[config.mk]
export PLATFORM = sky130hd
export DESIGN_NAME = periodic_timer_slot_table
export DESIGN_NICKNAME = d
export VERILOG_FILES = /design/src/rtl/ptst_pkg.sv /design/src/rtl/ptst_ram.sv /design/src/rtl/periodic_timer_slot_table.sv
export SDC_FILE = /design/constraint.sdc
export NUM_CORES = 1
export LEC_CHECK = 0
export ABC_CLOCK_PERIOD_IN_PS = 30000
export CELL_PAD_IN_SITES_DETAIL_PLACEMENT = 1
export CELL_PAD_IN_SITES_GLOBAL_PLACEMENT = 1
export CORE_MARGIN = 2
export CORE_UTILIZATION = 39
export CTS_CLUSTER_DIAMETER = 150
export DETAILED_ROUTE_END_ITERATION = 10
export DONT_BUFFER_PORTS = 1
export PLACE_DENSITY = 0.58
export SYNTH_ARGS = -nofsm -noshare
export SYNTH_HDL_FRONTEND = slang
export SYNTH_SLANG_ARGS = --single-unit
[constraint.sdc]
create_clock -name clk -period 30 [get_ports clk]
set_input_delay 3 -clock clk [delete_from_list [all_inputs] [get_ports clk]]
set_output_delay 3 -clock clk [all_outputs]
set_load 0.05 [all_outputs]
[src/rtl/ptst_pkg.sv]
// ----------------------------------------------------------------------------
// Periodic timer slot table: package
// Field widths, operation and status codes, slot entry and result types.
// ----------------------------------------------------------------------------
package ptst_pkg;

  localparam int DEF_SLOTS   = 8;
  localparam int MAX_RESULTS = 8;
  localparam int FIRE_CW     = $clog2(MAX_RESULTS + 1);

  localparam int FUNC_W   = 2;
  localparam int HANDLE_W = 16;
  localparam int TIME_W   = 32;
  localparam int STATUS_W = 3;
  localparam int INDEX_W  = 3;

  localparam int IN_DATA_W  = 112;
  localparam int OUT_DATA_W = 24;

  localparam logic [FUNC_W-1:0] FUNC_ADD    = 2'd0;
  localparam logic [FUNC_W-1:0] FUNC_REMOVE = 2'd1;
  localparam logic [FUNC_W-1:0] FUNC_TICK   = 2'd2;

  localparam logic [STATUS_W-1:0] STATUS_ADDED     = 3'd0;
  localparam logic [STATUS_W-1:0] STATUS_FULL      = 3'd1;
  localparam logic [STATUS_W-1:0] STATUS_REMOVED   = 3'd2;
  localparam logic [STATUS_W-1:0] STATUS_NOT_FOUND = 3'd3;
  localparam logic [STATUS_W-1:0] STATUS_FIRED     = 3'd4;

  typedef enum logic [1:0] {
    ST_IDLE,
    ST_SCAN,
    ST_FLUSH
  } state_t;

  typedef struct packed {
    logic [TIME_W-1:0]   period;
    logic [TIME_W-1:0]   due;
    logic [HANDLE_W-1:0] handle;
  } slot_t;

  localparam int SLOT_W = $bits(slot_t);

  typedef struct packed {
    logic [STATUS_W-1:0] status;
    logic [INDEX_W-1:0]  slot_index;
    logic [HANDLE_W-1:0] handle;
  } result_t;

endpackage

[src/rtl/ptst_ram.sv]
// ----------------------------------------------------------------------------
// Periodic timer slot table: generic RAM
// One write port and one read port; the read data is registered.
// ----------------------------------------------------------------------------
module ptst_ram #(
  parameter int WIDTH = 8,
  parameter int DEPTH = 8,
  parameter int AW    = (DEPTH > 1) ? $clog2(DEPTH) : 1
) (
  input  logic             clk,
  input  logic             we,
  input  logic [AW-1:0]    waddr,
  input  logic [WIDTH-1:0] wdata,
  input  logic [AW-1:0]    raddr,
  output logic [WIDTH-1:0] rdata
);

  logic [WIDTH-1:0] mem [DEPTH];

  always_ff @(posedge clk) begin
    if (we) begin
      mem[waddr] <= wdata;
    end
    rdata <= mem[raddr];
  end

endmodule

[src/rtl/periodic_timer_slot_table.sv]
// ----------------------------------------------------------------------------
// Periodic timer slot table
// Timer slots with add, remove and tick operations; slot contents in a RAM.
// ----------------------------------------------------------------------------
//  channel  dir  tdata                                      tuser   tlast
//  s_*      in   handle, start_delay, period, now_tick      func    -
//  m_*      out  slot_index, fired_handle                   status  last
//
// Every item scans the slots one per cycle, unless stalled, through the single
// read port of the slot RAM; a tick visits every slot, an add or remove stops
// at the first free or matching slot.
// A stalled output holds the scan: a second firing waits while the output holds a result.
// Reset frees every slot at once; slot contents need no clearing.
// ----------------------------------------------------------------------------
module periodic_timer_slot_table #(
  parameter int SLOTS = ptst_pkg::DEF_SLOTS
) (
  input  logic                             clk,
  input  logic                             rst,
  input  logic                             s_tvalid,
  output logic                             s_tready,
  // handle [15:0], start_delay [47:16], period [79:48], now_tick [111:80]
  input  logic [ptst_pkg::IN_DATA_W-1:0]   s_tdata,
  // func [1:0]
  input  logic [ptst_pkg::FUNC_W-1:0]      s_tuser,
  output logic                             m_tvalid,
  input  logic                             m_tready,
  // slot_index [2:0], fired_handle [18:3], zero [23:19]
  output logic [ptst_pkg::OUT_DATA_W-1:0]  m_tdata,
  // status [2:0]
  output logic [ptst_pkg::STATUS_W-1:0]    m_tuser,
  output logic                             m_tlast
);

  import ptst_pkg::*;

  localparam int IW = (SLOTS > 1) ? $clog2(SLOTS) : 1;

  state_t state, state_next;

  logic [IW-1:0]      ev_idx, ev_idx_next;
  logic [SLOTS-1:0]   active, active_next;
  logic [FIRE_CW-1:0] fire_cnt, fire_cnt_next;
  logic               pend_valid, pend_valid_next;
  result_t            pend, pend_next;
  logic               out_valid, out_valid_next;
  result_t            out_res, out_res_next;
  logic               out_last, out_last_next;

  logic [FUNC_W-1:0]   op_func;
  logic [HANDLE_W-1:0] op_handle;
  logic [TIME_W-1:0]   op_due;
  logic [TIME_W-1:0]   op_period;
  logic [TIME_W-1:0]   op_now;

  logic          ram_we;
  logic [IW-1:0] ram_raddr;
  slot_t         ram_wdata;
  slot_t         slot;

  logic          accept;
  logic          out_free;
  logic          act;
  logic          last_slot;
  logic          hit_add;
  logic          hit_rem;
  logic          fire;
  logic          stall;
  logic [IW+2:0] idx_ext;
  logic [INDEX_W-1:0] idx3;

  ptst_ram #(
    .WIDTH (SLOT_W),
    .DEPTH (SLOTS),
    .AW    (IW)
  ) u_slot_ram (
    .clk   (clk),
    .we    (ram_we),
    .waddr (ev_idx),
    .wdata (ram_wdata),
    .raddr (ram_raddr),
    .rdata (slot)
  );

  assign s_tready = (state == ST_IDLE);
  assign accept   = s_tvalid && s_tready;
  assign out_free = !out_valid || m_tready;

  assign act       = active[ev_idx];
  assign last_slot = (ev_idx == IW'(SLOTS - 1));
  assign idx_ext   = {3'b000, ev_idx};
  assign idx3      = idx_ext[INDEX_W-1:0];

  assign hit_add = (op_func == FUNC_ADD) && !act;
  assign hit_rem = (op_func == FUNC_REMOVE) && act && (slot.handle == op_handle);
  assign fire    = (op_func == FUNC_TICK) && act && !(op_now < slot.due) &&
                   (fire_cnt < FIRE_CW'(MAX_RESULTS));
  // A second firing must first push the held one out to the output register.
  assign stall   = fire && pend_valid && !out_free;

  // Next state
  always_comb begin
    state_next = state;
    case (state)
      ST_IDLE: begin
        if (accept) begin
          state_next = ST_SCAN;
        end
      end
      ST_SCAN: begin
        if (hit_add || hit_rem) begin
          state_next = ST_FLUSH;
        end else if (!stall && last_slot) begin
          if (op_func == FUNC_ADD || op_func == FUNC_REMOVE || pend_valid || fire) begin
            state_next = ST_FLUSH;
          end else begin
            state_next = ST_IDLE;
          end
        end
      end
      ST_FLUSH: begin
        if (out_free) begin
          state_next = ST_IDLE;
        end
      end
      default: state_next = ST_IDLE;
    endcase
  end

  // Datapath and outputs
  always_comb begin
    ev_idx_next     = ev_idx;
    active_next     = active;
    fire_cnt_next   = fire_cnt;
    pend_valid_next = pend_valid;
    pend_next       = pend;
    out_valid_next  = out_valid && !m_tready;
    out_res_next    = out_res;
    out_last_next   = out_last;
    ram_we          = 1'b0;
    ram_wdata       = slot;
    ram_raddr       = '0;

    case (state)
      ST_IDLE: begin
        ev_idx_next     = '0;
        fire_cnt_next   = '0;
        pend_valid_next = 1'b0;
      end
      ST_SCAN: begin
        if (stall) begin
          ram_raddr = ev_idx;
        end else begin
          ram_raddr   = last_slot ? '0 : ev_idx + IW'(1);
          ev_idx_next = last_slot ? '0 : ev_idx + IW'(1);
        end

        if (hit_add) begin
          ram_we              = 1'b1;
          ram_wdata.handle    = op_handle;
          ram_wdata.due       = op_due;
          ram_wdata.period    = op_period;
          active_next[ev_idx] = 1'b1;
          pend_valid_next     = 1'b1;
          pend_next           = '{STATUS_ADDED, idx3, op_handle};
        end else if (hit_rem) begin
          active_next[ev_idx] = 1'b0;
          pend_valid_next     = 1'b1;
          pend_next           = '{STATUS_REMOVED, idx3, op_handle};
        end else if (fire && !stall) begin
          if (pend_valid) begin
            out_valid_next = 1'b1;
            out_res_next   = pend;
            out_last_next  = 1'b0;
          end
          pend_valid_next = 1'b1;
          pend_next       = '{STATUS_FIRED, idx3, slot.handle};
          fire_cnt_next   = fire_cnt + FIRE_CW'(1);
          if (slot.period == '0) begin
            active_next[ev_idx] = 1'b0;
          end else begin
            ram_we        = 1'b1;
            ram_wdata.due = slot.due + slot.period;
          end
        end else if (last_slot) begin
          if (op_func == FUNC_ADD) begin
            pend_valid_next = 1'b1;
            pend_next       = '{STATUS_FULL, INDEX_W'(0), op_handle};
          end else if (op_func == FUNC_REMOVE) begin
            pend_valid_next = 1'b1;
            pend_next       = '{STATUS_NOT_FOUND, INDEX_W'(0), op_handle};
          end
        end
      end
      ST_FLUSH: begin
        if (out_free) begin
          out_valid_next  = 1'b1;
          out_res_next    = pend;
          out_last_next   = 1'b1;
          pend_valid_next = 1'b0;
        end
      end
      default: begin
      end
    endcase
  end

  always_ff @(posedge clk) begin
    if (rst) begin
      state      <= ST_IDLE;
      ev_idx     <= '0;
      active     <= '0;
      fire_cnt   <= '0;
      pend_valid <= 1'b0;
      out_valid  <= 1'b0;
    end else begin
      state      <= state_next;
      ev_idx     <= ev_idx_next;
      active     <= active_next;
      fire_cnt   <= fire_cnt_next;
      pend_valid <= pend_valid_next;
      out_valid  <= out_valid_next;
    end
  end

  always_ff @(posedge clk) begin
    pend     <= pend_next;
    out_res  <= out_res_next;
    out_last <= out_last_next;
    if (accept) begin
      op_func   <= s_tuser;
      op_handle <= s_tdata[15:0];
      op_due    <= s_tdata[47:16] + s_tdata[111:80];
      op_period <= s_tdata[79:48];
      op_now    <= s_tdata[111:80];
    end
  end

  assign m_tvalid = out_valid;
  assign m_tuser  = out_res.status;
  assign m_tlast  = out_last;
  assign m_tdata  = {5'b00000, out_res.handle, out_res.slot_index};

endmodule

== Yosys cells after proc, flatten, opt, wreduce, memory -nomap -nowiden ==
Memory sizes are Yosys's and may differ from the RTL's. A register that Yosys moved wholly into a read port is not among the register bits.
Cells that the tools add are included.

* $lt $le $gt $ge: 4
* Bitwise operators: 3
* Eq/ne operators: 15
* Reduce and logical (&&, ||, !) cells: 42
* Add/subtract/negate cells: 4
* Multiplexer cells: 68

{| class="wikitable"
|+ Operators with widths
! operator !! count
|-
| $mux W22 || 9
|-
| $mux W32 || 5
|-
| $mux W80 || 1
|-
| $add A32 B32 Y32 || 2
|-
| $pmux W22 S2 || 1
|-
| $logic_not A32 Y1 || 1
|-
| $lt A32 B32 Y1 || 1
|-
| $mux W8 || 4
|-
| $mux W1 || 26
|-
| $mux W21 || 1
|-
| $mux W19 || 1
|-
| $eq A16 B16 Y1 || 1
|-
| $mux W16 || 1
|-
| $logic_and A1 B1 Y1 || 13
|-
| $mux W4 || 3
|-
| $mux W2 || 5
|-
| $ne A2 B2 Y1 const B || 5
|-
| $mux W3 || 3
|-
| $reduce_and A3 Y1 || 3
|-
| $reduce_bool A3 Y1 || 3
|-
| $and A8 B8 Y8 || 1
|-
| $not A8 Y8 || 1
|-
| $or A8 B8 Y8 || 1
|-
| $pmux W4 S2 || 1
|-
| 28 further kinds || 43
|}

* Memories: 1
* RAM bits: 640
* Word-level logic and storage cells: 157
* Output and inout port bits: 30
* Register bits: 178
* Input port bits: 118

{| class="wikitable"
|+ Memory list
! name !! depth !! width !! read ports !! clocked after Yosys merged registers in !! wr ports !! line !! text
|-
| u_slot_ram.mem || 8 || 80 || 1 || 1 || 1 || ptst_ram.sv:18 || <nowiki>logic [WIDTH-1:0] mem [DEPTH];</nowiki>
|}

== Logic depth before layout (Yosys ltp) ==
Gate-level depths: netlist of run 1.

* Depth after elaboration: 15
* Depth in mapped cells: 15
* Depth with buffers taken out: 13

== Modules after synthesis ==
From an unflattened synthesis of run 1, not the netlist that was laid out.

* Cell total of the unflattened synthesis: 2166
* Area, all modules: 36927.9 um^2

{| class="wikitable"
|+ By module, submodules not included
! module !! times used !! area each (um^2) !! sequential area each (um^2) !! cells each
|-
| ptst_ram || 1 || 25654.6 || 20820.0 || 1018
|-
| periodic_timer_slot_table || 1 || 11273.3 || 5154.9 || 1148
|}

== Least setup slack after synthesis of run 1 ==
OpenSTA, ideal clock, no wires.

* Path kind: input to register
* Start point: in m_tready
* End point: mem u_slot_ram.mem[0][0] (netlist bit) (enable)
* Data arrival time: 11866 ps
* Path buffers: 2
* Slack: 17418 ps
* Setup time: 715 ps
* Data required time: 29285 ps
* Stages: 8
* Cells stage by stage: nor2b_1 > buf_1 > nand2_1 > o21ai_0 > a211oi_1 > o21ai_1 > clkbuf_1 > nor4_1

* Word-level cells in the longest chain between the ends: 11

{| class="wikitable"
|+ RTL lines
! element !! line !! text
|-
| from (decl) || periodic_timer_slot_table.sv:27 || <nowiki>input logic m_tready,</nowiki>
|-
| $logic_or A1 B1 Y1 || periodic_timer_slot_table.sv:87 || <nowiki>assign out_free = !out_valid || m_tready;</nowiki>
|-
| $logic_not A1 Y1 || periodic_timer_slot_table.sv:99 || <nowiki>assign stall = fire && pend_valid && !out_free;</nowiki>
|-
| $logic_and A1 B1 Y1 || periodic_timer_slot_table.sv:99 ||
|-
| $logic_not A1 Y1 || periodic_timer_slot_table.sv:170 || <nowiki>end else if (fire && !stall) begin</nowiki>
|-
| $logic_and A1 B1 Y1 || periodic_timer_slot_table.sv:170 ||
|-
| $mux W1 || periodic_timer_slot_table.sv:170 ||
|-
| $mux W1 || periodic_timer_slot_table.sv:166 || <nowiki>end else if (hit_rem) begin</nowiki>
|-
| $mux W1 || periodic_timer_slot_table.sv:158 || <nowiki>if (hit_add) begin</nowiki>
|-
| $mux W1 || periodic_timer_slot_table.sv:144 || <nowiki>case (state)</nowiki>
|-
| $mux W1 || ptst_ram.sv:21 || <nowiki>if (we) begin</nowiki>
|-
| $mux W1 (implied by the code) || ptst_ram.sv:22 || <nowiki>mem[waddr] <= wdata;</nowiki>
|-
| to (decl) || ptst_ram.sv:18 ||
|}

Every way passes these cells.

== Worst setup path after layout of run 1 ==
* Start point: in m_tready
* End point: reg u_slot_ram.rdata[76] (read register of u_slot_ram.mem)

* Word-level cells in the longest chain between the ends: 5

{| class="wikitable"
|+ RTL lines
! element !! line !! text
|-
| $logic_or A1 B1 Y1 || periodic_timer_slot_table.sv:87 ||
|-
| $logic_not A1 Y1 || periodic_timer_slot_table.sv:99 ||
|-
| $logic_and A1 B1 Y1 || periodic_timer_slot_table.sv:99 ||
|-
| $mux W3 || - ||
|-
| $mux W3 || periodic_timer_slot_table.sv:144 ||
|-
| to (decl) || ptst_ram.sv:15 || <nowiki>output logic [WIDTH-1:0] rdata</nowiki>
|}

Every way passes these cells.
A chain may end at the register's enable or synchronous reset.

==> flow_metrics.tcl, run 1 <==
set metrics [dict create \
    final.setup.tns_ns 0 \
    period_minus_slack_ns 8.16 \
    synth_fa_ha_area_share_pct 3.43 \
    dp_hpwl_mm 64.5 \
    synthFlopType "edfxtp_1" \
    core-area_mm2 0.0963 \
    ys_seq_elements 898 \
    regArea_mm2 0.0260 \
    fp-row-count 114 \
    grt-ovfl-total 0 \
    die_w_um 315 \
    cts-htree-levels 3 \
    worstPathMaxFanout 241 \
    routabilityCongestion 0.814 \
    hold_violations 0 \
    cts_resized 0 \
    dr.pass1.iters 7 \
    synth_top_family_by_area "compound AO/OA/AOI/OAI gates" \
    fin_area_mm2 0.0422 \
    leakage_nw 13.9 \
    setup_viol 0 \
    first_global_vias 23400 \
    synthSimpleGateAreaFrac_pct 11.4 \
    via_count 22600 \
    finClkSkew_ns 0.0346 \
    synth_top_area_share_pct 63.6 \
    synth.most_common_cell "edfxtp_1" \
    netlist_top_cells_count "799 x edfxtp_1, 336 x nor2b_1, 327 x a211oi_1" \
    ant_nets 0 \
    synth-compound-area-share_pct 11.7 \
    synthDistinctLibCells 65 \
    path_class "in -> reg" \
    clk_pin_slew_worst_paths_ns 0.06 \
    numCtsBuffers 97 \
    rsz0062_at_grt "false" \
    fin_util_pct 43.8 \
    fin_ws_ns 21.84 \
    hold_buffers 0 \
    setup.worst_path.start_class "primary input" \
    wl_mm 107 \
    layoutNonFillerInstCount 4075 \
    worstPathRequired_ns 30.55 \
    max_freq_mhz 123 \
    syn_area_mm2 0.0377 \
    n_fill_cell 9665 \
    slew_violations 0 \
    ys_seq_area_share_pct 68.9 \
    worst_pin_slew_ns 1.34 \
    grt_max_degree 242 \
    muxShareOfSynthArea_pct 0.787 \
    drc_errors 0 \
    irDropWorstVdd_mv 0.0454 \
    maxSlewHeadroom_pct 10.7 \
    outcome "finished clean" \
    hp-class "reg -> reg" \
    ios 148 \
    cp-end-kind "flop" \
    cts.sinks 898 \
    synth_area_leaders "edfxtp_1 64%, a211oi_1 6.5%, nor2b_1 5.6%" \
    yosysWarningCount 0 \
    grt_usage_pct 21.6 \
    multi_input_area_mm2 0.0111 \
    synth_top_area_cell "edfxtp_1" \
    drive_above_1_share_pct 7.90 \
    start_util_pct 39.2 \
    clockBufferDepth 3 \
    synth_xor_area_share_pct 1.49 \
    grt_antenna_before_repair 3 \
    grt_first_pass_wirelength_mm 157 \
    p_per_area_mw_per_mm2 71.7 \
    placed_cell_area_mm2 0.0391 \
    dieHeight_um 315 \
    clk_latency_ns 0.69 \
    period_share_pct 27.2 \
    area_growth_pct 11.9 \
    critical_path_arrival_ns 8.70 \
    io_buffers 0 \
    syn_inst 2723 \
    avgSynthCellArea_um2 13.8 \
    dp_slack_ns 21.13 \
    root_buffer "clkbuf_16" \
    cts_tree "yes" \
    synth_edf_count 799 \
    maxCapViolCount 0 \
    synthArstFlopShare_pct 0 \
    drt_iter0_markers 1506 \
    die_area_mm2 0.0992 \
    wire_per_inst_um 26.3 \
    dp.cells 3891 \
    nNetsFinal 2934 \
    cts_setup_buffers 0 \
    post_drt_via_cell_ratio 5.56 \
]
[placed cells by master (no fill, tap or decap), types with 21 or more instances in the layout]
master     instances
a211oi_1         326
a21o_1            41
a21oi_1           76
buf_4             34
clkbuf_1          21
clkbuf_16         97
clkinv_1          27
clkinv_2          21
dfxtp_1           99
edfxtp_1         799
ha_1             100
inv_1             54
nand2_1          187
nand3_1           22
nor2_1            60
nor2b_1          336
nor4_1            96
o21ai_0           69
xnor2_1           39
xor2_1            25
[layout make-up]
type,instances,share of cell area [%]
antenna,1,0.00593
clock buffer,122,6.07
clock inverter,61,1.22
inverter,56,0.498
multi-input combinational,1626,26.2
sequential,898,61.6
tap,1276,3.78
timing repair buffer,35,0.652
[routing by layer]
metal	GRT usage (%)	share of wire, %	vias up
li1	-	-	10400
met2	36.6	49	465
met4	6.97	3.0	0
met1	28.5	44	11600
met3	3.14	3.9	155
met5	0	0	-
[worst max-delay path, cell delays in order]
cell and delay (ns):
nor2b_1 0.62, nand2_1 0.24, nor3_1 0.28, o21a_1 0.18, o21ai_0 0.13, a21oi_4 1.09, buf_12 0.70, buf_4 0.92
buf_4 0.83, nor2b_1 0.12, a211oi_1 0.27, nor4_1 0.09
[flip-flops by register name, indices dropped and copies added, names as in the netlist, 16 cells and up, named ones only]
register / cells
pend: 22
op_due: 32
m_tdata: 19
op_handle: 16
u_slot_ram.mem: 640
u_slot_ram.rdata: 80
op_now: 32
op_period: 32
[final timing paths]
kind                            cells past startpoint        from  slack (ns)                    to
worst min-delay path                                0    pend[21]        0.41            m_tuser[2]
worst max-delay path                               12    m_tready       21.84  u_slot_ram.rdata[76]
worst max register to register                     13  op_now[31]       22.91  u_slot_ram.rdata[76]
worst min register to register                      0    pend[21]        0.41            m_tuser[2]
[report_power, final]
group | switching, mW | leakage (nW) | internal, mW
registers | 0.0493 | 8.10 | 1.45
logic | 0.248 | 4.27 | 0.119
clock network | 0.500 | 1.51 | 0.659
total | 0.797 | 13.9 | 2.23
[cells by family (layout without fill, tap and decap cells)]
group | count (synthesis) | in the layout
other | 1 | 6
multiplexers | 25 | 25
flip-flops | 898 | 898
buffers and inverters | 203 | 274
XOR/XNOR | 64 | 64
AND/OR/NAND/NOR | 796 | 796
AO/OA/AOI/OAI | 634 | 634
adder cells (fa/ha/maj) | 102 | 102
[through the flow]
stage / power (mW) / hold slack, ns
floorplan: 1.76 / 0.400
global placement: 1.88 / 0.403
detailed placement: 1.89 / 0.407
CTS: 3.05 / 0.419
global route: 3.14 / 0.423
finish: 3.03 / 0.414
(Power assumes the default switching activity.)
==> run 2: changes to the inputs <==
--- a/config.mk
+++ b/config.mk
@@ -5,7 +5,7 @@
 export SDC_FILE = /design/constraint.sdc
 export NUM_CORES = 1
 export LEC_CHECK = 0
-export ABC_CLOCK_PERIOD_IN_PS = 30000
+export ABC_CLOCK_PERIOD_IN_PS = 7600
 export CELL_PAD_IN_SITES_DETAIL_PLACEMENT = 1
 export CELL_PAD_IN_SITES_GLOBAL_PLACEMENT = 1
 export CORE_MARGIN = 2
==> constraint.sdc (replaced) <==
create_clock -name clk -period 7.6 [get_ports clk]
set_input_delay 0.76 -clock clk [delete_from_list [all_inputs] [get_ports clk]]
set_output_delay 0.76 -clock clk [all_outputs]
set_load 0.05 [all_outputs]
==> flow_metrics.tcl, run 2 (synthesis gave the netlist of run 1 again) <==
set metrics [dict create \
    outcome "finished clean" \
    route.met2.wl_mm 52.5 \
    grt_usage_pct 21.3 \
    total_power_mw 12.1 \
    finClkSkew_ns 0.0520 \
    post_drt_via_cell_ratio 5.54 \
    layout_common_cells "799 x edfxtp_1, 336 x nor2b_1, 326 x a211oi_1" \
    p_per_area_mw_per_mm2 285 \
    root_buffer "clkbuf_16" \
    ant_nets 0 \
    cts_tree "yes" \
    top_layer "met4" \
    fin_area_mm2 0.0425 \
    crit_path_max_incr_delay_ns 0.92 \
    largest_reg_flops 640 \
    final.setup.tns_ns 0 \
    max_freq_mhz 192 \
    path_class "reg -> reg" \
    dr.pass1.iters 5 \
    start_util_pct 39.2 \
    path_cells "inv_1 -> ha_1 -> nand4_1 -> or4_1 -> o22ai_1 -> nor2_1 -> a21oi_1 -> nand2b_1 -> a21oi_4 -> nor2_1 -> a221oi_1" \
    cp-end-kind "flop" \
    placed_cell_area_mm2 0.0392 \
    hold_buffers 0 \
    rsz0062_at_grt "false" \
    setup.worst_path.start_class "flop" \
    worst_pin_slew_ns 1.12 \
    period_share_pct 68.6 \
    numCtsBuffers 97 \
    met1_length_mm 46.5 \
    worst-path-buf-inv 1 \
    drc_errors 0 \
    nNetsFinal 2933 \
    setup_viol 0 \
    irDropWorstVdd_mv 0.182 \
    cts_resized 0 \
    clockBufferDepth 3 \
    die_w_um 315 \
    grt-ovfl-total 0 \
    grt_max_degree 194 \
    crit_family "compound AO/OA/AOI/OAI gates" \
    hold_slack_ns 0.148 \
    routabilityCongestion 0.830 \
    fp-row-count 114 \
    grt_antenna_before_repair 4 \
    drt_iter0_markers 1545 \
    reg_top3 "u_slot_ram.mem x640, u_slot_ram.rdata x80" \
    wire_per_inst_um 25.9 \
    maxSlewHeadroom_pct 24.9 \
    cts-htree-levels 3 \
    wl_mm 106 \
    dieHeight_um 315 \
    n_fill_cell 9650 \
    clk_latency_ns 0.70 \
    cts.sinks 898 \
    worstPathMaxFanout 20 \
    core-area_mm2 0.0963 \
    dp_hpwl_mm 64.7 \
    wl_met3_mm 3.90 \
    period_minus_slack_ns 5.21 \
    largest_register "u_slot_ram.mem" \
    drive_above_1_share_pct 8.29 \
    grt_first_pass_wirelength_mm 156 \
    critical_path_arrival_ns 5.56 \
    hp-class "in -> reg" \
    worstPathRequired_ns 7.95 \
    fin_ws_ns 2.39 \
    layout_commonest_cell "edfxtp_1" \
    cpMostUsedCell "nor2_1" \
    maxCapViolCount 0 \
    via_count 22600 \
    cts_setup_buffers 0 \
    area_growth_pct 12.7 \
    io_buffers 0 \
    clk_pin_slew_worst_paths_ns 0.06 \
    ios 148 \
    leakage_nw 14.0 \
    slew_violations 0 \
    first_global_vias 23200 \
    critPathSlowestCell "a21oi_4" \
    die_area_mm2 0.0992 \
    hold_violations 0 \
    dp_slack_ns 2.52 \
]
run 2: cell types whose count changed in the layout (fill, tap and decap cells not counted), moves of 2 or more:
cell | before | now
buf_4 | 34 | 24
inv_6 | 3 | 0
clkinvlp_4 | 1 | 4
clkbuf_8 | 4 | 11
clkbuf_1 | 21 | 23
clkinv_1 | 27 | 14
buf_12 | 1 | 10
clkinv_16 | 1 | 3
run 2: cell type report:
cell class	count	area, um2	share of cell area [%]
Clock buffer	131	2670	6.27
Tap cell	1276	1600	3.76
Multi-Input combinational cell	1626	11100	26.1
Antenna cell	2	5.00	0.0118
Timing Repair Buffer	34	380	0.895
Inverter	56	210	0.495
Sequential cell	898	26000	61.1
Clock inverter	53	569	1.34
run 2: where the power goes:
| part | switching [mW] | internal (mW) | total (mW) |
|---|---|---|---|
| Clock | 2.01 | 2.73 | 4.74 |
| Combinational | 0.982 | 0.479 | 1.46 |
| Sequential | 0.183 | 5.72 | 5.90 |
| Total | 3.18 | 8.93 | 12.1 |
run 2: final timing paths:
kind	slack (ns)	to	start	depth (start not counted)
max	2.39	u_slot_ram.mem[2][46]	u_slot_ram.rdata[37]	11
min	0.15	flop	rst	1
max reg2reg	2.39	u_slot_ram.mem[2][46]	u_slot_ram.rdata[37]	11
min reg2reg	0.42	m_tdata[17]	pend[14]	0
run 2: metal layers:
metal,track usage (%),up-vias
met5,0,-
met4,5.98,0
met3,3.00,155
met2,36.3,455
met1,28.5,11600
li1,-,10400
run 2: worst reg2reg max path: stages (launching register included):
cell and delay, ns:
dfxtp_1 0.36, inv_1 0.07, ha_1 0.31, nand4_1 0.14, or4_1 0.55, o22ai_1 0.48
nor2_1 0.23, a21oi_1 0.42, nand2b_1 0.60, a21oi_4 0.92, nor2_1 0.08, a221oi_1 0.73
run 2: through the flow:
stage | util, % | cells
3_5_place_dp | 40.8 | 3890
2_1_floorplan | - | 2727
3_3_place_gp | 40.8 | 3890
4_1_cts | 44.1 | 4074
5_1_grt | 44.1 | 4076
6_report | 44.1 | 4076
